<file path="src/rtl/dtse_pkg.sv">
// types, codes and calendar helpers for the date and time editor
`default_nettype none
package dtse_pkg;

    localparam int CUR_W   = 3;
    localparam int HOUR_W  = 5;
    localparam int MIN_W   = 6;
    localparam int SEC_W   = 6;
    localparam int DAY_W   = 5;
    localparam int MONTH_W = 4;
    localparam int YEAR_W  = 12;
    localparam int OP_W    = 3;
    localparam int CFG_IDX_W = 2;

    // event codes
    localparam logic [OP_W-1:0] OP_UP    = 3'd0;
    localparam logic [OP_W-1:0] OP_DOWN  = 3'd1;
    localparam logic [OP_W-1:0] OP_LEFT  = 3'd2;
    localparam logic [OP_W-1:0] OP_RIGHT = 3'd3;
    localparam logic [OP_W-1:0] OP_LOAD  = 3'd4;

    // cursor positions
    localparam logic [CUR_W-1:0] CUR_HOUR   = 3'd0;
    localparam logic [CUR_W-1:0] CUR_MINUTE = 3'd1;
    localparam logic [CUR_W-1:0] CUR_SECOND = 3'd2;
    localparam logic [CUR_W-1:0] CUR_DAY    = 3'd3;
    localparam logic [CUR_W-1:0] CUR_MONTH  = 3'd4;
    localparam logic [CUR_W-1:0] CUR_YEAR   = 3'd5;

    // configuration register indexes
    localparam logic [CFG_IDX_W-1:0] CFG_MIN_YEAR = 2'd0;
    localparam logic [CFG_IDX_W-1:0] CFG_MAX_YEAR = 2'd1;

    localparam logic [YEAR_W-1:0] MIN_YEAR_RST = 12'd2012;
    localparam logic [YEAR_W-1:0] MAX_YEAR_RST = 12'd2100;

    localparam logic [HOUR_W-1:0]  HOUR_MAX  = 5'd23;
    localparam logic [MIN_W-1:0]   MIN_MAX   = 6'd59;
    localparam logic [SEC_W-1:0]   SEC_MAX   = 6'd59;
    localparam logic [MONTH_W-1:0] MONTH_MAX = 4'd12;
    localparam logic [MONTH_W-1:0] MONTH_FEB = 4'd2;

    typedef struct packed {
        logic [CUR_W-1:0]   cursor;
        logic [HOUR_W-1:0]  hours;
        logic [MIN_W-1:0]   minutes;
        logic [SEC_W-1:0]   seconds;
        logic [DAY_W-1:0]   day;
        logic [MONTH_W-1:0] month;
        logic [YEAR_W-1:0]  year;
    } t_state;

    typedef struct packed {
        logic [HOUR_W-1:0]  hours;
        logic [MIN_W-1:0]   minutes;
        logic [SEC_W-1:0]   seconds;
        logic [DAY_W-1:0]   day;
        logic [MONTH_W-1:0] month;
        logic [YEAR_W-1:0]  year;
    } t_load;

    localparam t_state STATE_RST = '{
        cursor:  CUR_HOUR,
        hours:   '0,
        minutes: '0,
        seconds: '0,
        day:     5'd1,
        month:   4'd1,
        year:    MIN_YEAR_RST
    };

    function automatic logic is_leap(input logic [YEAR_W-1:0] y);
        return (y[1:0] == 2'b00);
    endfunction

    // days in month, out of range months count as january
    function automatic logic [DAY_W-1:0] month_len(input logic [MONTH_W-1:0] m,
                                                   input logic [YEAR_W-1:0] y);
        logic [DAY_W-1:0] len;
        unique case (m)
            MONTH_FEB:                   len = is_leap(y) ? 5'd29 : 5'd28;
            4'd4, 4'd6, 4'd9, 4'd11:     len = 5'd30;
            default:                     len = 5'd31;
        endcase
        return len;
    endfunction

endpackage
`default_nettype wire

</file>
<file path="src/rtl/dtse_if.sv">
// handshake channels of the date and time editor
`default_nettype none
interface dtse_in_if;
    logic                            valid;
    logic                            ready;
    logic [dtse_pkg::OP_W-1:0]       opcode;
    logic [dtse_pkg::HOUR_W-1:0]     load_hours;
    logic [dtse_pkg::MIN_W-1:0]      load_minutes;
    logic [dtse_pkg::SEC_W-1:0]      load_seconds;
    logic [dtse_pkg::DAY_W-1:0]      load_day;
    logic [dtse_pkg::MONTH_W-1:0]    load_month;
    logic [dtse_pkg::YEAR_W-1:0]     load_year;

    modport source (output valid, opcode, load_hours, load_minutes, load_seconds,
                    load_day, load_month, load_year, input ready);
    modport sink (input valid, opcode, load_hours, load_minutes, load_seconds,
                  load_day, load_month, load_year, output ready);
endinterface

interface dtse_out_if;
    logic                            valid;
    logic                            ready;
    logic [dtse_pkg::CUR_W-1:0]      field_cursor;
    logic [dtse_pkg::HOUR_W-1:0]     hours;
    logic [dtse_pkg::MIN_W-1:0]      minutes;
    logic [dtse_pkg::SEC_W-1:0]      seconds;
    logic [dtse_pkg::DAY_W-1:0]      day_of_month;
    logic [dtse_pkg::MONTH_W-1:0]    month_number;
    logic [dtse_pkg::YEAR_W-1:0]     year_number;
    logic                            leap_year;

    modport source (output valid, field_cursor, hours, minutes, seconds, day_of_month,
                    month_number, year_number, leap_year, input ready);
    modport sink (input valid, field_cursor, hours, minutes, seconds, day_of_month,
                  month_number, year_number, leap_year, output ready);
endinterface

interface dtse_cfg_if;
    logic                            valid;
    logic                            ready;
    logic [dtse_pkg::CFG_IDX_W-1:0]  index;
    logic [dtse_pkg::YEAR_W-1:0]     data;

    modport source (output valid, index, data, input ready);
    modport sink (input valid, index, data, output ready);
endinterface
`default_nettype wire

</file>
<file path="src/rtl/dtse_step.sv">
// next state of the editor for one button event
`default_nettype none
module dtse_step (
    input  logic [dtse_pkg::OP_W-1:0]   i_opcode,
    input  dtse_pkg::t_load             i_load,
    input  dtse_pkg::t_state            i_cur,
    input  logic [dtse_pkg::YEAR_W-1:0] i_min_year,
    input  logic [dtse_pkg::YEAR_W-1:0] i_max_year,
    output dtse_pkg::t_state            o_next
);
    import dtse_pkg::*;

    t_state            nx;
    logic              do_clamp;
    logic              up;
    logic [DAY_W-1:0]  len_cur;
    logic [DAY_W-1:0]  len_nx;

    assign up      = (i_opcode == OP_UP);
    assign len_cur = month_len(i_cur.month, i_cur.year);

    always_comb begin
        nx       = i_cur;
        do_clamp = 1'b0;
        unique case (i_opcode)
            OP_UP, OP_DOWN: begin
                unique case (i_cur.cursor)
                    CUR_HOUR: begin
                        if (up) begin
                            nx.hours = (i_cur.hours >= HOUR_MAX) ? '0 : i_cur.hours + 1'b1;
                        end else begin
                            nx.hours = (i_cur.hours == '0 || i_cur.hours > HOUR_MAX)
                                       ? HOUR_MAX : i_cur.hours - 1'b1;
                        end
                    end
                    CUR_MINUTE: begin
                        if (up) begin
                            nx.minutes = (i_cur.minutes >= MIN_MAX) ? '0
                                         : i_cur.minutes + 1'b1;
                        end else begin
                            nx.minutes = (i_cur.minutes == '0 || i_cur.minutes > MIN_MAX)
                                         ? MIN_MAX : i_cur.minutes - 1'b1;
                        end
                    end
                    CUR_SECOND: begin
                        if (up) begin
                            nx.seconds = (i_cur.seconds >= SEC_MAX) ? '0
                                         : i_cur.seconds + 1'b1;
                        end else begin
                            nx.seconds = (i_cur.seconds == '0 || i_cur.seconds > SEC_MAX)
                                         ? SEC_MAX : i_cur.seconds - 1'b1;
                        end
                    end
                    CUR_DAY: begin
                        if (up) begin
                            nx.day = (i_cur.day >= len_cur || i_cur.day == '0) ? 5'd1
                                     : i_cur.day + 1'b1;
                        end else begin
                            nx.day = (i_cur.day <= 5'd1 || i_cur.day > len_cur) ? len_cur
                                     : i_cur.day - 1'b1;
                        end
                    end
                    CUR_MONTH: begin
                        if (up) begin
                            nx.month = (i_cur.month >= MONTH_MAX || i_cur.month == '0)
                                       ? 4'd1 : i_cur.month + 1'b1;
                        end else begin
                            nx.month = (i_cur.month <= 4'd1 || i_cur.month > MONTH_MAX)
                                       ? MONTH_MAX : i_cur.month - 1'b1;
                        end
                        do_clamp = 1'b1;
                    end
                    default: begin
                        // year wraps between the configured bounds
                        if (up) begin
                            nx.year = (i_cur.year >= i_max_year) ? i_min_year
                                      : i_cur.year + 1'b1;
                        end else begin
                            nx.year = (i_cur.year <= i_min_year) ? i_max_year
                                      : i_cur.year - 1'b1;
                        end
                        do_clamp = 1'b1;
                    end
                endcase
            end
            OP_LEFT: begin
                nx.cursor = (i_cur.cursor == CUR_HOUR) ? CUR_YEAR : i_cur.cursor - 1'b1;
            end
            OP_RIGHT: begin
                nx.cursor = (i_cur.cursor >= CUR_YEAR) ? CUR_HOUR : i_cur.cursor + 1'b1;
            end
            OP_LOAD: begin
                nx.cursor  = CUR_HOUR;
                nx.hours   = (i_load.hours > HOUR_MAX) ? HOUR_MAX : i_load.hours;
                nx.minutes = (i_load.minutes > MIN_MAX) ? MIN_MAX : i_load.minutes;
                nx.seconds = (i_load.seconds > SEC_MAX) ? SEC_MAX : i_load.seconds;
                nx.month   = (i_load.month == '0) ? 4'd1
                             : ((i_load.month > MONTH_MAX) ? MONTH_MAX : i_load.month);
                nx.year    = i_load.year;
                nx.day     = i_load.day;
                do_clamp   = 1'b1;
            end
            default: begin
                // unused codes leave everything as is
            end
        endcase
    end

    assign len_nx = month_len(nx.month, nx.year);

    // day limited to the (new) month length and raised from 0 to 1 after month, year or load changes
    always_comb begin
        o_next = nx;
        if (do_clamp) begin
            if (nx.day > len_nx) begin
                o_next.day = len_nx;
            end else if (nx.day == '0) begin
                o_next.day = 5'd1;
            end
        end
    end

endmodule
`default_nettype wire

</file>
<file path="src/rtl/date_time_set_editor_top.sv">
// top level of the date and time editor
`default_nettype none
// button driven clock and calendar editor. each item on i_in is one button event
// (up, down, left, right or load) and produces exactly one item on o_out holding
// the cursor and all six fields after the event. the editor state and the result
// register both update at the accepting edge, so the result shows on o_out in the
// cycle after acceptance and a new item can be taken every cycle while o_out is
// not stalled. i_in.ready is high whenever the result register is empty or is
// being drained in the same cycle, so a stalled o_out holds its item and blocks
// only new input. min_year and max_year are written through i_cfg, which is always
// ready; writes to unknown indexes are ignored
module date_time_set_editor_top (
    input  logic       i_clk,
    input  logic       i_rst_n,
    dtse_in_if.sink    i_in,
    dtse_out_if.source o_out,
    dtse_cfg_if.sink   i_cfg
);
    import dtse_pkg::*;

    // editor state and year bounds
    t_state            r_state;
    t_state            n_state;
    logic [YEAR_W-1:0] r_min_year;
    logic [YEAR_W-1:0] r_max_year;

    // result register
    t_state            r_res;
    logic              r_res_valid;

    t_load             load;
    logic              in_acc;

    assign load = '{
        hours:   i_in.load_hours,
        minutes: i_in.load_minutes,
        seconds: i_in.load_seconds,
        day:     i_in.load_day,
        month:   i_in.load_month,
        year:    i_in.load_year
    };

    // take a new item when the result slot is free or being emptied now
    assign i_in.ready = !r_res_valid || o_out.ready;
    assign in_acc     = i_in.valid && i_in.ready;

    dtse_step u_step (
        .i_opcode   (i_in.opcode),
        .i_load     (load),
        .i_cur      (r_state),
        .i_min_year (r_min_year),
        .i_max_year (r_max_year),
        .o_next     (n_state)
    );

    // editor state, updated only by accepted items
    always_ff @(posedge i_clk) begin
        if (!i_rst_n) begin
            r_state <= STATE_RST;
        end else if (in_acc) begin
            r_state <= n_state;
        end
    end

    // config registers, to be written only while idle; the block itself does not enforce this
    assign i_cfg.ready = 1'b1;

    always_ff @(posedge i_clk) begin
        if (!i_rst_n) begin
            r_min_year <= MIN_YEAR_RST;
            r_max_year <= MAX_YEAR_RST;
        end else if (i_cfg.valid && i_cfg.ready) begin
            if (i_cfg.index == CFG_MIN_YEAR) begin
                r_min_year <= i_cfg.data;
            end else if (i_cfg.index == CFG_MAX_YEAR) begin
                r_max_year <= i_cfg.data;
            end
        end
    end

    // result valid flag
    always_ff @(posedge i_clk) begin
        if (!i_rst_n) begin
            r_res_valid <= 1'b0;
        end else if (in_acc) begin
            r_res_valid <= 1'b1;
        end else if (o_out.ready) begin
            r_res_valid <= 1'b0;
        end
    end

    // result payload, no reset needed
    always_ff @(posedge i_clk) begin
        if (in_acc) begin
            r_res <= n_state;
        end
    end

    assign o_out.valid        = r_res_valid;
    assign o_out.field_cursor = r_res.cursor;
    assign o_out.hours        = r_res.hours;
    assign o_out.minutes      = r_res.minutes;
    assign o_out.seconds      = r_res.seconds;
    assign o_out.day_of_month = r_res.day;
    assign o_out.month_number = r_res.month;
    assign o_out.year_number  = r_res.year;
    assign o_out.leap_year    = is_leap(r_res.year);

endmodule
`default_nettype wire

</file>
<file path="src/flat_wrapper.sv">
// flat-port wrapper written by rule: the top's interface ports become plain ports
module date_time_set_editor_top_flat import dtse_pkg::*;
  (i_clk, i_rst_n, i_in_valid, i_in_opcode, i_in_load_hours, i_in_load_minutes, i_in_load_seconds, i_in_load_day, i_in_load_month, i_in_load_year, i_in_ready, o_out_valid, o_out_field_cursor, o_out_hours, o_out_minutes, o_out_seconds, o_out_day_of_month, o_out_month_number, o_out_year_number, o_out_leap_year, o_out_ready, i_cfg_valid, i_cfg_index, i_cfg_data, i_cfg_ready);
  dtse_in_if i_in_i ();
  dtse_out_if o_out_i ();
  dtse_cfg_if i_cfg_i ();
  input  logic i_clk;
  input  logic i_rst_n;
  input wire logic [$bits(i_in_i.valid)-1:0] i_in_valid;
  input wire logic [$bits(i_in_i.opcode)-1:0] i_in_opcode;
  input wire logic [$bits(i_in_i.load_hours)-1:0] i_in_load_hours;
  input wire logic [$bits(i_in_i.load_minutes)-1:0] i_in_load_minutes;
  input wire logic [$bits(i_in_i.load_seconds)-1:0] i_in_load_seconds;
  input wire logic [$bits(i_in_i.load_day)-1:0] i_in_load_day;
  input wire logic [$bits(i_in_i.load_month)-1:0] i_in_load_month;
  input wire logic [$bits(i_in_i.load_year)-1:0] i_in_load_year;
  output wire logic [$bits(i_in_i.ready)-1:0] i_in_ready;
  output wire logic [$bits(o_out_i.valid)-1:0] o_out_valid;
  output wire logic [$bits(o_out_i.field_cursor)-1:0] o_out_field_cursor;
  output wire logic [$bits(o_out_i.hours)-1:0] o_out_hours;
  output wire logic [$bits(o_out_i.minutes)-1:0] o_out_minutes;
  output wire logic [$bits(o_out_i.seconds)-1:0] o_out_seconds;
  output wire logic [$bits(o_out_i.day_of_month)-1:0] o_out_day_of_month;
  output wire logic [$bits(o_out_i.month_number)-1:0] o_out_month_number;
  output wire logic [$bits(o_out_i.year_number)-1:0] o_out_year_number;
  output wire logic [$bits(o_out_i.leap_year)-1:0] o_out_leap_year;
  input wire logic [$bits(o_out_i.ready)-1:0] o_out_ready;
  input wire logic [$bits(i_cfg_i.valid)-1:0] i_cfg_valid;
  input wire logic [$bits(i_cfg_i.index)-1:0] i_cfg_index;
  input wire logic [$bits(i_cfg_i.data)-1:0] i_cfg_data;
  output wire logic [$bits(i_cfg_i.ready)-1:0] i_cfg_ready;
  assign i_in_i.valid = i_in_valid;
  assign i_in_i.opcode = i_in_opcode;
  assign i_in_i.load_hours = i_in_load_hours;
  assign i_in_i.load_minutes = i_in_load_minutes;
  assign i_in_i.load_seconds = i_in_load_seconds;
  assign i_in_i.load_day = i_in_load_day;
  assign i_in_i.load_month = i_in_load_month;
  assign i_in_i.load_year = i_in_load_year;
  assign i_in_ready = i_in_i.ready;
  assign o_out_valid = o_out_i.valid;
  assign o_out_field_cursor = o_out_i.field_cursor;
  assign o_out_hours = o_out_i.hours;
  assign o_out_minutes = o_out_i.minutes;
  assign o_out_seconds = o_out_i.seconds;
  assign o_out_day_of_month = o_out_i.day_of_month;
  assign o_out_month_number = o_out_i.month_number;
  assign o_out_year_number = o_out_i.year_number;
  assign o_out_leap_year = o_out_i.leap_year;
  assign o_out_i.ready = o_out_ready;
  assign i_cfg_i.valid = i_cfg_valid;
  assign i_cfg_i.index = i_cfg_index;
  assign i_cfg_i.data = i_cfg_data;
  assign i_cfg_ready = i_cfg_i.ready;
  date_time_set_editor_top u_core (.i_clk(i_clk), .i_rst_n(i_rst_n), .i_in(i_in_i), .o_out(o_out_i), .i_cfg(i_cfg_i));
endmodule
</file>
<file path="config.mk">
export PLATFORM = sky130hd
export DESIGN_NAME = date_time_set_editor_top_flat
export DESIGN_NICKNAME = d
export VERILOG_FILES = /design/src/rtl/dtse_pkg.sv /design/src/rtl/dtse_if.sv /design/src/rtl/dtse_step.sv /design/src/rtl/date_time_set_editor_top.sv /design/src/flat_wrapper.sv
export SDC_FILE = /design/constraint.sdc
export NUM_CORES = 1
export LEC_CHECK = 0
export BUFFER_PORTS_ARGS = -buffer_cell sky130_fd_sc_hd__buf_2
export CORE_AREA = 4 4 146 148
export DETAILED_ROUTE_END_ITERATION = 6
export DIE_AREA = 0 0 150 152
export SLEW_MARGIN = 20
export SYNTH_ARGS = -nofsm -noshare
export SYNTH_HDL_FRONTEND = slang
export SYNTH_SLANG_ARGS = --single-unit
export TNS_END_PERCENT = 5
</file>
<file path="constraint.sdc">
create_clock -name i_clk -period 6.82 [get_ports i_clk]
set_input_delay 0.682 -clock i_clk [delete_from_list [all_inputs] [get_ports i_clk]]
set_output_delay 0.682 -clock i_clk [all_outputs]
set_load 0.05 [all_outputs]
</file>
==> metrics, run 1 <==
initial DRC count=599; worst r2r src=u_core.r_state[0]; post-synthesis cell count=just under 1k; overall power=1.799 mW; WS Path Type=reg -> reg; Max-cap violations=0; global placement routability congestion=0.9120; Syn Nets=between 1k and 1.5k; worst hold path stage count=2; worst setup margin=roughly 2300 ps; main combinational cell family by area after synthesis=compound AO/OA/AOI/OAI gates; clock latency on the worst-skew pair=about 360 ps; total grt overflow=0; Boundary Pins=105; critical path endpoint category=flop; Hold EP=u_core.r_max_year[1]; Via-to-Cell Ratio=between 5 and 6; yosys warns=0; XOR/XNOR share of the synthesized area=0.03426; H-tree depth=3; Pwr Density=roughly 200 mW/mm^2; Pre-antenna DRT Iters=5; RSZ-0062 raised after global routing=no; met1 Use GR=0.2742; remaining antenna violation count=0; leak pwr=3.682 nW; Synth Area in Adders=0.08211; Critical Path Start Type=flop; Max Slew Vio Count=0; antenna fix cells=0; vias in the first global route=6,894; Total GRT Usage=0.1919; Post-CTS Setup Bufs=0; core area=0.02004 mm^2; wire per inst=approximately 17 um; pre-CTS WS=~2300 ps; Final TNS setup=0 ps; Root Driver=clkbuf_16; maximum number of pins on one net before global-route repair=67; synth unique cells=89; mux contribution to synthesized area=0.01295; sequential fraction of the synthesis area=0.3221; Row Count=52; Simple-Gate Fraction of Synth Area=0.2099; clock sinks=roughly 110; Mapped Area=roughly 0.008 mm^2; Reg area=between 0.002 and 0.003 mm^2; Synth Register Bits=~110; Most Crowded Layer GR=met2; top cell type's share of synthesized area=0.1667; beginning of the worst hold path=u_core.r_max_year[1]; first-pass GRT wire length=about 36,000 um; R2R Setup Slk=2300 ps; Inst Count DP=roughly 1.3k; EDFF count, synth=a little over 40; final core utilization=0.4404; Remaining DRCs=0; mean area per synthesized cell=around 8.0 um^2; prevailing post-synth register cell=dfxtp_1; multi-input logic area=~0.0049 mm^2; met3 Use GR=0.02502; IO Port Bufs=roughly 100; Compound-Gate Fraction of Synth Area=0.2706; maximum VDD drop=roughly 0.000087 V; DP HPWL=~16,000 um; Vias=slightly above 7k; Slew @ Worst Pin=about 880 ps; Initial Util=0.3954; Final period util=0.6621; post-CTS sizing=0; endpoints failing hold=0; die area=between 0.02 and 0.025 mm^2; cells on worst reg2reg path=16; # hold bufs at CTS=0; fraction of final layout cells sized beyond drive strength 1=0.1522; width of the die=roughly 150 um; commonest non-fill, non-tap cell in the layout=nand2_1; required time worst endpoint=roughly 7000 ps; final wirelength=between 20,000 and 25,000 um; clk buf depth=2; status=complete, no violations; commonest cells after routing, fill and taps aside=nand2_1 (133), buf_2 (103), nor2_1 (84), a21oi_1 (80), dfxtp_1 (66); worst r2r dst=u_core.o_out.day_of_month[0]; Synth area leaders=dfxtp_1 (17%), edfxtp_1 (16%), ha_1 (8.2%); cell taking the most area after synthesis=dfxtp_1; clock slew seen by the registers of the worst setup and hold paths=70 ps; Setup-failing EPs final=0; largest fanout on the critical path=21; area growth from synthesis to final layout=11.37%; Max Freq=roughly 220 MHz; Tightest Hold Check Type=reg -> reg; Fillers=between 2k and 2.5k; initial antenna violation count=0; Arr. time, crit path=~4600 ps; CTS tree=yes; asr flop ratio synth=0; Non-Filler Instances=1,315; met2 GRT Util=0.3032; Post-Route Skew=around 9.4 ps; min cycle time layout=approximately 4500 ps; net count reported at finish=1,152; chip height=about 150 um; Worst slew margin=0.4084; CTS buffer count=9
## logic make-up (layout without fill, tap and decap cells)
family	Yosys count	count (layout)
other cells	1	1
compound gates	312	312
simple gates	347	347
flops	107	107
buf+inv	130	185
fa+ha+maj	52	52
xor+xnor	31	31
mux	10	10
## per-layer routing
metal  share of wire  routed length [um]  vias to the layer above
li1                -                   -                     3672
met1            0.48               10470                     3390
met2            0.45                9847                      190
met3           0.056                1223                       16
met4           0.014                 308                        0
met5               0                   0                        -
## layout make-up
class                   count  share of cell area
clock buffers              13             0.03077
clock inverters             3            0.002269
inverters                  60             0.02566
multi-input cells         753              0.5503
flip-flops and latches    107              0.2892
well taps                 270             0.03828
repair buffers            109             0.06352
## worst max path at each step
stage	cells past startpoint	start	endpoint
2_1_floorplan	17	u_core.r_state[0]	u_core.o_out.day_of_month[0]
3_3_place_gp	16	u_core.r_state[0]	u_core.o_out.day_of_month[0]
3_5_place_dp	16	u_core.r_state[0]	u_core.o_out.day_of_month[0]
4_1_cts	16	u_core.r_state[0]	u_core.o_out.day_of_month[0]
5_1_grt	16	u_core.r_state[0]	u_core.r_state[17]
6_report	16	u_core.r_state[0]	u_core.o_out.day_of_month[0]
## report_power, final
group	internal, mW	switching [mW]
clock	0.281	0.244
sequential	0.713	0.0532
combinational	0.180	0.329
total	1.17	0.625
## critical path: stages (launching register included)
cell and delay [ps]:
dfxtp_1 570, inv_1 170, ha_1 300, nand2b_1 150
a2111oi_0 420, o21ba_2 230, nand2_1 350, mux2i_1 240
a221oi_2 380, o21ai_2 120, and2_1 160, ha_1 260
a211oi_1 240, nor4b_4 330, a21oi_1 110, a31oi_2 200
inv_1 50
## stage by stage
step | area (um^2) | hold slack (ps)
6_report | 8825 | 477.9
5_1_grt | 8825 | 526.7
4_1_cts | 8818 | 484.6
3_5_place_dp | 8527 | 473.6
3_3_place_gp | 8527 | 464.0
2_1_floorplan | 7924 | 443.5
## Yosys cell counts, types with 7 or more instances
master    number
a22oi_1       17
o21ai_0       65
and3_1         7
nand3_1       32
nor2_1        85
edfxtp_1      41
nor3_1        16
a21boi_0      18
nor2b_1       13
mux2i_1        8
o211a_1       11
a211oi_1      14
nor3b_1       11
xnor2_1       17
dfxtp_1       66
nand2_1      133
a221o_1        8
clkbuf_1      44
nand4_1        8
o211ai_1      17
buf_2         17
a21oi_1       80
xor2_1        14
ha_1          52
a31oi_1        7
inv_1         59
## flip-flops by register name, indices dropped and copies added, names as in the netlist
signal and flops:
u_core.r_min_year 12, u_core.o_out.month_number 4, u_core.o_out.field_cursor 3, u_core.r_max_year 12
u_core.o_out.valid 1, u_core.o_out.hours 5, u_core.o_out.day_of_month 5, u_core.r_state 41
u_core.o_out.seconds 6, u_core.o_out.year_number 12, u_core.o_out.minutes 6
Power figures use the tool's default switching activity.
==> run 2, diff against run 1 <==
ABC_AREA = 1   (was unset)
CORE_AREA = 4 4 145 147   (was 4 4 146 148)
DIE_AREA = 0 0 149 151   (was 0 0 150 152)
clock period = 4.23 ns   (was 6.82 ns; I/O delays follow)
==> metrics, run 2 <==
status=complete, no violations; Final TNS setup=0 ps (unchanged); DP HPWL=16,230 um (+1.7%); area growth from synthesis to final layout=12.98%; Tightest Hold Check Type=in -> reg; Initial Util=0.3901 (-0.005271); Via-to-Cell Ratio=5.256 (-4.9%); Non-Filler Instances=1,396 (+6.2%); placed standard-cell area=0.008487 mm^2 (-0.47%); net count reported at finish=1,233 (+7.0%); Synth area leaders=dfxtp_1 (17%), edfxtp_1 (16%), ha_1 (8.4%); final core utilization=0.4408 (about the same); slowest library cell on the worst path=dfxtp_1; Worst slew margin=0.5249 (+0.1164); commonest cells after routing, fill and taps aside=inv_1 (151), nand2_1 (148), a21oi_1 (108), buf_2 (103), o21ai_0 (89); post-CTS sizing=0 (unchanged); Most Crowded Layer GR=met2; antenna fix cells=0 (unchanged); Root Driver=clkbuf_16; top cell type's share of synthesized area=0.1701 (+0.003357); endpoints failing hold=0 (unchanged); yosys warns=0 (unchanged); overall power=3.073 mW (+71%); die area=0.02250 mm^2 (-1.3%); met2 GRT Util=0.3007 (-0.002472); Pre-antenna DRT Iters=5 (unchanged); Vias=7,338 (+0.96%); Most flops, register=u_core.r_state; Hold EP=u_core.r_min_year[4]; initial DRC count=602 (+0.50%); worst setup margin=549.6 ps (-1755 ps); WP buf/inv=7 (+5); post-synthesis cell count=1,042 (+5.3%); Boundary Pins=105 (unchanged); Slew @ Worst Pin=708.3 ps (-176.1 ps); Remaining DRCs=0 (unchanged); Post-CTS Setup Bufs=0 (unchanged); Post-Route Skew=14.74 ps (+5.296 ps); Total GRT Usage=0.1946 (+0.002696); beginning of the worst hold path=i_cfg_data[4]; Inst Count DP=1,380 (+6.2%); hold_ws=296.0 ps (-181.9 ps); Mapped Area=0.007767 mm^2 (-2.0%); # hold bufs at CTS=0 (unchanged); clock sinks=107 (unchanged); cell taking the most area after synthesis=dfxtp_1; RSZ-0062 raised after global routing=no; total grt overflow=0 (unchanged); Setup-failing EPs final=0 (unchanged); Synth Register Bits=107 (unchanged); EDFF count, synth=41 (unchanged); first-pass GRT wire length=35,270 um (-2.1%); clock slew seen by the registers of the worst setup and hold paths=80 ps (about the same); Final period util=0.8701 (+0.2080); Max-cap violations=0 (unchanged); initial antenna violation count=0 (unchanged); Critical Path Start Type=flop; Row Count=52 (unchanged); wire per inst=15.69 um (-5.6%); min cycle time layout=3680 ps (-834.9 ps); vias in the first global route=6,844 (-0.73%); IO Port Bufs=103 (unchanged); H-tree depth=3 (unchanged); worst r2r dst=u_core.o_out.day_of_month[0]; pre-CTS WS=564.0 ps (-1735 ps); Max Freq=271.7 MHz (+23%); Max Slew Vio Count=0 (unchanged); fraction of final layout cells sized beyond drive strength 1=0.1616 (+0.009481); R2R Setup Slk=550 ps (-1760 ps); Syn Nets=1,154 (+4.7%); largest fanout on the critical path=6 (-71%); critical path endpoint category=flop; commonest non-fill, non-tap cell in the layout=inv_1; CTS buffer count=9 (unchanged); clk buf depth=2 (unchanged); Pwr Density=350.1 mW/mm^2 (+72%); Commonest cells post-synth=inv_1 (153), nand2_1 (149), a21oi_1 (108); sequential fraction of the synthesis area=0.3286 (+0.006486); Arr. time, crit path=3800 ps (-830 ps); maximum VDD drop=0.0002178 V (+150%); WS Path Type=reg -> reg; chip height=151 um (-0.66%); maximum number of pins on one net before global-route repair=64 (-4.5%); final wirelength=21,900 um (+0.21%); synth unique cells=54 (-39%); worst r2r src=u_core.r_state[12]; maximum single-stage delay on the critical path=420 ps (-150 ps); CTS tree=yes; count leader, synth=inv_1; met3 Use GR=0.03950 (+0.01447); worst hold path stage count=3 (+1); mean area per synthesized cell=7.454 um^2 (-6.9%); prevailing post-synth register cell=dfxtp_1; critical path's top delay family=compound AO/OA/AOI/OAI gates; leak pwr=3.992 nW (+8.4%); global placement routability congestion=0.9187 (+0.73%); required time worst endpoint=4350 ps (-2590 ps); met1 Use GR=0.2675 (-0.006649); remaining antenna violation count=0 (unchanged); Largest register FFs=41 (unchanged); clock latency on the worst-skew pair=360 ps (about the same); Crit path top cell by count=inv_1; width of the die=149 um (-0.67%); post-route cell area=0.008776 mm^2 (-0.55%); asr flop ratio synth=0 (unchanged); cells on worst reg2reg path=26 (+10); core area=0.01991 mm^2 (-0.65%)
run 2: cell types whose count changed after synthesis, sizes merged, moves of 13 or more:
| cell | previous run | this run |
|---|---|---|
| nand2 | 133 | 160 |
| o21ai | 71 | 126 |
| nor2 | 86 | 47 |
| clkbuf | 44 | 22 |
| nor2b | 13 | 0 |
| xor2 | 14 | 27 |
| a21oi | 80 | 110 |
| o221ai | 4 | 18 |
| a21boi | 20 | 2 |
| inv | 60 | 164 |
| o211ai | 18 | 44 |
| nand3 | 33 | 53 |
run 2: power breakdown:
part	leakage, nW	total (mW)	switching [mW]	internal [mW]
sequential	0.949	1.25	0.0808	1.17
clock	0.134	0.838	0.425	0.413
combinational	2.91	0.982	0.676	0.305
total	3.99	3.07	1.18	1.89
run 2: kinds of logic after synthesis:
kind of cell	synth area share
compound gates	0.2540
simple gates	0.1854
buf+inv	0.1116
flops	0.3286
fa+ha+maj	0.08376
xor+xnor	0.03608
other cells	0.0004828
run 2: area by class of cell:
| type | instances | area, um^2 |
|---|---|---|
| Timing Repair Buffer | 117 | 620.6 |
| Sequential cell | 107 | 2552 |
| Inverter | 166 | 625.6 |
| Clock buffer | 10 | 229.0 |
| Clock inverter | 6 | 60.06 |
| Fill cell | 2068 | 11130 |
| Multi-Input combinational cell | 720 | 4350 |
| Tap cell | 270 | 337.8 |
run 2: worst max-delay path by stage:
stage | from | end | slack (ps) | cells after the start
floorplan | u_core.r_state[12] | u_core.o_out.day_of_month[0] | 900 | 26
global placement | u_core.r_state[12] | u_core.o_out.day_of_month[0] | 660 | 26
detailed placement | u_core.r_state[0] | u_core.o_out.day_of_month[0] | 560 | 24
CTS | u_core.r_state[12] | u_core.o_out.day_of_month[0] | 550 | 26
global route | u_core.r_state[12] | u_core.o_out.day_of_month[0] | 20 | 26
finish | u_core.r_state[12] | u_core.o_out.day_of_month[0] | 550 | 26
run 2: worst reg2reg max path: cells and delay by family (launching register included):
| family | cells | cell delay, ps |
|---|---|---|
| AO/OA/AOI/OAI | 7 | 930 |
| flip-flops | 1 | 420 |
| adder cells (fa/ha/maj) | 3 | 730 |
| AND/OR/NAND/NOR | 9 | 780 |
| buffers and inverters | 7 | 600 |
run 2: per-layer routing:
metal	vias to the layer above	part of all wire
li1	3756	-
met5	-	0
met3	38	0.064
met2	238	0.44
met1	3306	0.47
met4	0	0.026
==> run 3, diff against run 2 <==
CORE_AREA = 4 4 149 151   (was 4 4 145 147)
DIE_AREA = 0 0 153 155   (was 0 0 149 151)
SKIP_CTS_REPAIR_TIMING = 1   (was unset)
SYNTH_HIERARCHICAL = 1   (was unset)
==> metrics, run 3 <==
DP HPWL=16,770 um (+3.3%); commonest non-fill, non-tap cell in the layout=nand2_1; Critical Path Start Type=flop; area growth from synthesis to final layout=11.33%; Power Internal=2.003 mW (+6.0%); post-route cell area=0.009133 mm^2 (+4.1%); Pre-antenna DRT Iters=5 (unchanged); Tightest Hold Check Type=in -> reg; yosys warns=6 (+6); Max Freq=271.7 MHz (about the same); Boundary Pins=105 (unchanged); Post-Route Skew=13.21 ps (-1.531 ps); Mapped Area=0.008203 mm^2 (+5.6%); Row Count=53 (+1.9%); critical path endpoint category=flop; RSZ-0062 raised after global routing=no; CTS buffer count=9 (unchanged); maximum VDD drop=0.0002247 V (+3.2%); Worst slew margin=0.3358 (-0.1891); commonest cells after routing, fill and taps aside=nand2_1 (213), inv_1 (156), nand3_1 (134), buf_2 (103), nor2_1 (99); Pwr Density=346.7 mW/mm^2 (-0.96%); first-pass GRT wire length=36,780 um (+4.3%); clock slew seen by the registers of the worst setup and hold paths=80 ps (about the same); width of the die=153 um (+2.7%); maximum single-stage delay on the critical path=460 ps (+40 ps); Largest register FFs=41 (unchanged); initial DRC count=498 (-17%); chip height=155 um (+2.6%); WS Path Type=reg -> reg; Final period util=0.8701 (about the same); Synth Register Bits=107 (unchanged); clk buf depth=2 (unchanged); min cycle time layout=3680 ps (-0.1210 ps); slowest library cell on the worst path=dfxtp_1; Most flops, register=u_core/r_state; leak pwr=4.241 nW (+6.2%); Total GRT Usage=0.1883 (-0.006291); CTS tree=yes; fraction of final layout cells sized beyond drive strength 1=0.1398 (-0.02188); H-tree depth=3 (unchanged); Syn Nets=1,288 (+12%); final wirelength=23,220 um (+6.1%); Arr. time, crit path=3930 ps (+130 ps); Root Driver=clkbuf_16; remaining antenna violation count=0 (unchanged); post-synthesis cell count=1,176 (+13%); maximum number of pins on one net before global-route repair=75 (+17%); asr flop ratio synth=0 (unchanged); Switch Pwr=1.163 mW (-1.6%); Seq pwr share=0.397 (-0.011); Slew @ Worst Pin=994.9 ps (+286.6 ps); Commonest cells post-synth=nand2_1 (214), inv_1 (158), nand3_1 (134); Final TNS setup=0 ps (unchanged); Switching Share=0.3673 (-0.01749); Max-cap violations=0 (unchanged); required time worst endpoint=4480 ps (+130 ps); clock sinks=107 (unchanged); total grt overflow=0 (unchanged); Comb pwr share=0.312 (-0.007); core area=0.02082 mm^2 (+4.6%); mean area per synthesized cell=6.975 um^2 (-6.4%); wire per inst=15.28 um (-2.6%); worst-path cell chain=inv_1 > ha_1 > o2bb2ai_1 > inv_1 > ha_1 > o21ai_0 > nand3_1 > nand2_1 > o21ai_0 > a21oi_1 > o21ai_0 > a21oi_1 > ha_1 > nand2_1 > o21ai_0 > nor2_1 > nand4_1 > nand2_1 > o21ai_1 > inv_1 > nand3_1 > nand2_1 > nor2_1; Via-to-Cell Ratio=5.224 (-0.61%); prevailing post-synth register cell=dfxtp_1; largest fanout on the critical path=7 (+1); count leader, synth=nand2_1; sequential fraction of the synthesis area=0.3112 (-0.01744); initial antenna violation count=0 (unchanged); antenna fix cells=0 (unchanged); EDFF count, synth=41 (unchanged); placed standard-cell area=0.008815 mm^2 (+3.9%); vias in the first global route=7,227 (+5.6%); synth unique cells=55 (+1.9%); status=complete, no violations; Synth area leaders=dfxtp_1 (16%), edfxtp_1 (15%), nand2_1 (9.8%); Setup-failing EPs final=0 (unchanged); Clock Power Share=0.290 (+0.017); die area=0.02372 mm^2 (+5.4%); IO Port Bufs=103 (unchanged); clock latency on the worst-skew pair=360 ps (about the same); global placement routability congestion=0.8951 (-2.6%); Vias=7,941 (+8.2%); top cell type's share of synthesized area=0.1611 (-0.009029); Initial Util=0.3939 (+0.003797); cell taking the most area after synthesis=dfxtp_1; endpoints failing hold=0 (unchanged); Remaining DRCs=0 (unchanged); Max Slew Vio Count=0 (unchanged); net count reported at finish=1,352 (+9.7%)
[run 3: final cells by class]
class / count / area (um^2)
clock buffer: 9 / 225.2
clock inverter: 7 / 90.09
fill: 2239 / 11690
inverter: 167 / 629.4
multi-input combinational: 838 / 4671
sequential: 107 / 2552
tap: 275 / 344.1
timing repair buffer: 117 / 620.6
[run 3: worst max-delay path: cells and delay by family (launching register included)]
| kind | cells | cell delay, ps |
|---|---|---|
| simple gates | 9 | 1000 |
| compound gates | 8 | 1070 |
| flops | 1 | 460 |
| buf+inv | 3 | 310 |
| fa+ha+maj | 3 | 730 |
[run 3: metrics by stage]
step	hold slack (ps)	total power, mW	cells	setup slack, ps	util
floorplan	428.9	2.019	1176	1030	-
detailed placement	463.5	2.263	1504	569.2	0.4233
finish	308.2	3.167	1520	549.7	0.4386
CTS	297.1	3.182	1520	539.2	0.4385
global placement	440.7	2.259	1504	692.1	0.4233
global route	319.2	3.356	1520	42.32	0.4386
[run 3: cells by family (layout without fill, tap and decap cells)]
| family | count (synthesis) | count (layout) | share of synthesized area |
|---|---|---|---|
| AO/OA/AOI/OAI | 251 | 251 | 0.1803 |
| other | 1 | 1 | 0.0004572 |
| buffers and inverters | 231 | 300 | 0.1207 |
| multiplexers | 1 | 1 | 0.001220 |
| XOR/XNOR | 29 | 29 | 0.03096 |
| AND/OR/NAND/NOR | 504 | 504 | 0.2759 |
| flip-flops | 107 | 107 | 0.3112 |
| adder cells (fa/ha/maj) | 52 | 52 | 0.07932 |
[run 3: power by group through the flow]
stage          clock (mW)  sequential (mW)  combinational [mW]
4_1_cts             0.937             1.26               0.986
5_1_grt             0.979             1.27                1.11
6_report            0.920             1.26               0.989
3_5_place_dp            0             1.28               0.982
3_3_place_gp            0             1.28               0.978
2_1_floorplan           0             1.38               0.637
[run 3: worst paths after layout]
path                             start                   end  slack [ps]  depth (start not counted)
setup / recovery     u_core/r_state[0]    u_core/r_state[17]         550                         23
hold / removal           i_cfg_data[9]  u_core/r_max_year[9]         310                          3
setup reg to reg     u_core/r_state[0]    u_core/r_state[17]         550                         23
hold reg to reg   u_core/r_min_year[3]  u_core/r_min_year[3]         470                          2
[run 3: per-layer routing]
metal / track usage / vias up / part of all wire
met1: 0.2671 / 3627 / 0.49
met3: 0.02309 / 27 / 0.053
met4: 0.06109 / 0 / 0.017
li1: - / 4057 / -
met5: 0 / - / 0
met2: 0.2995 / 230 / 0.44
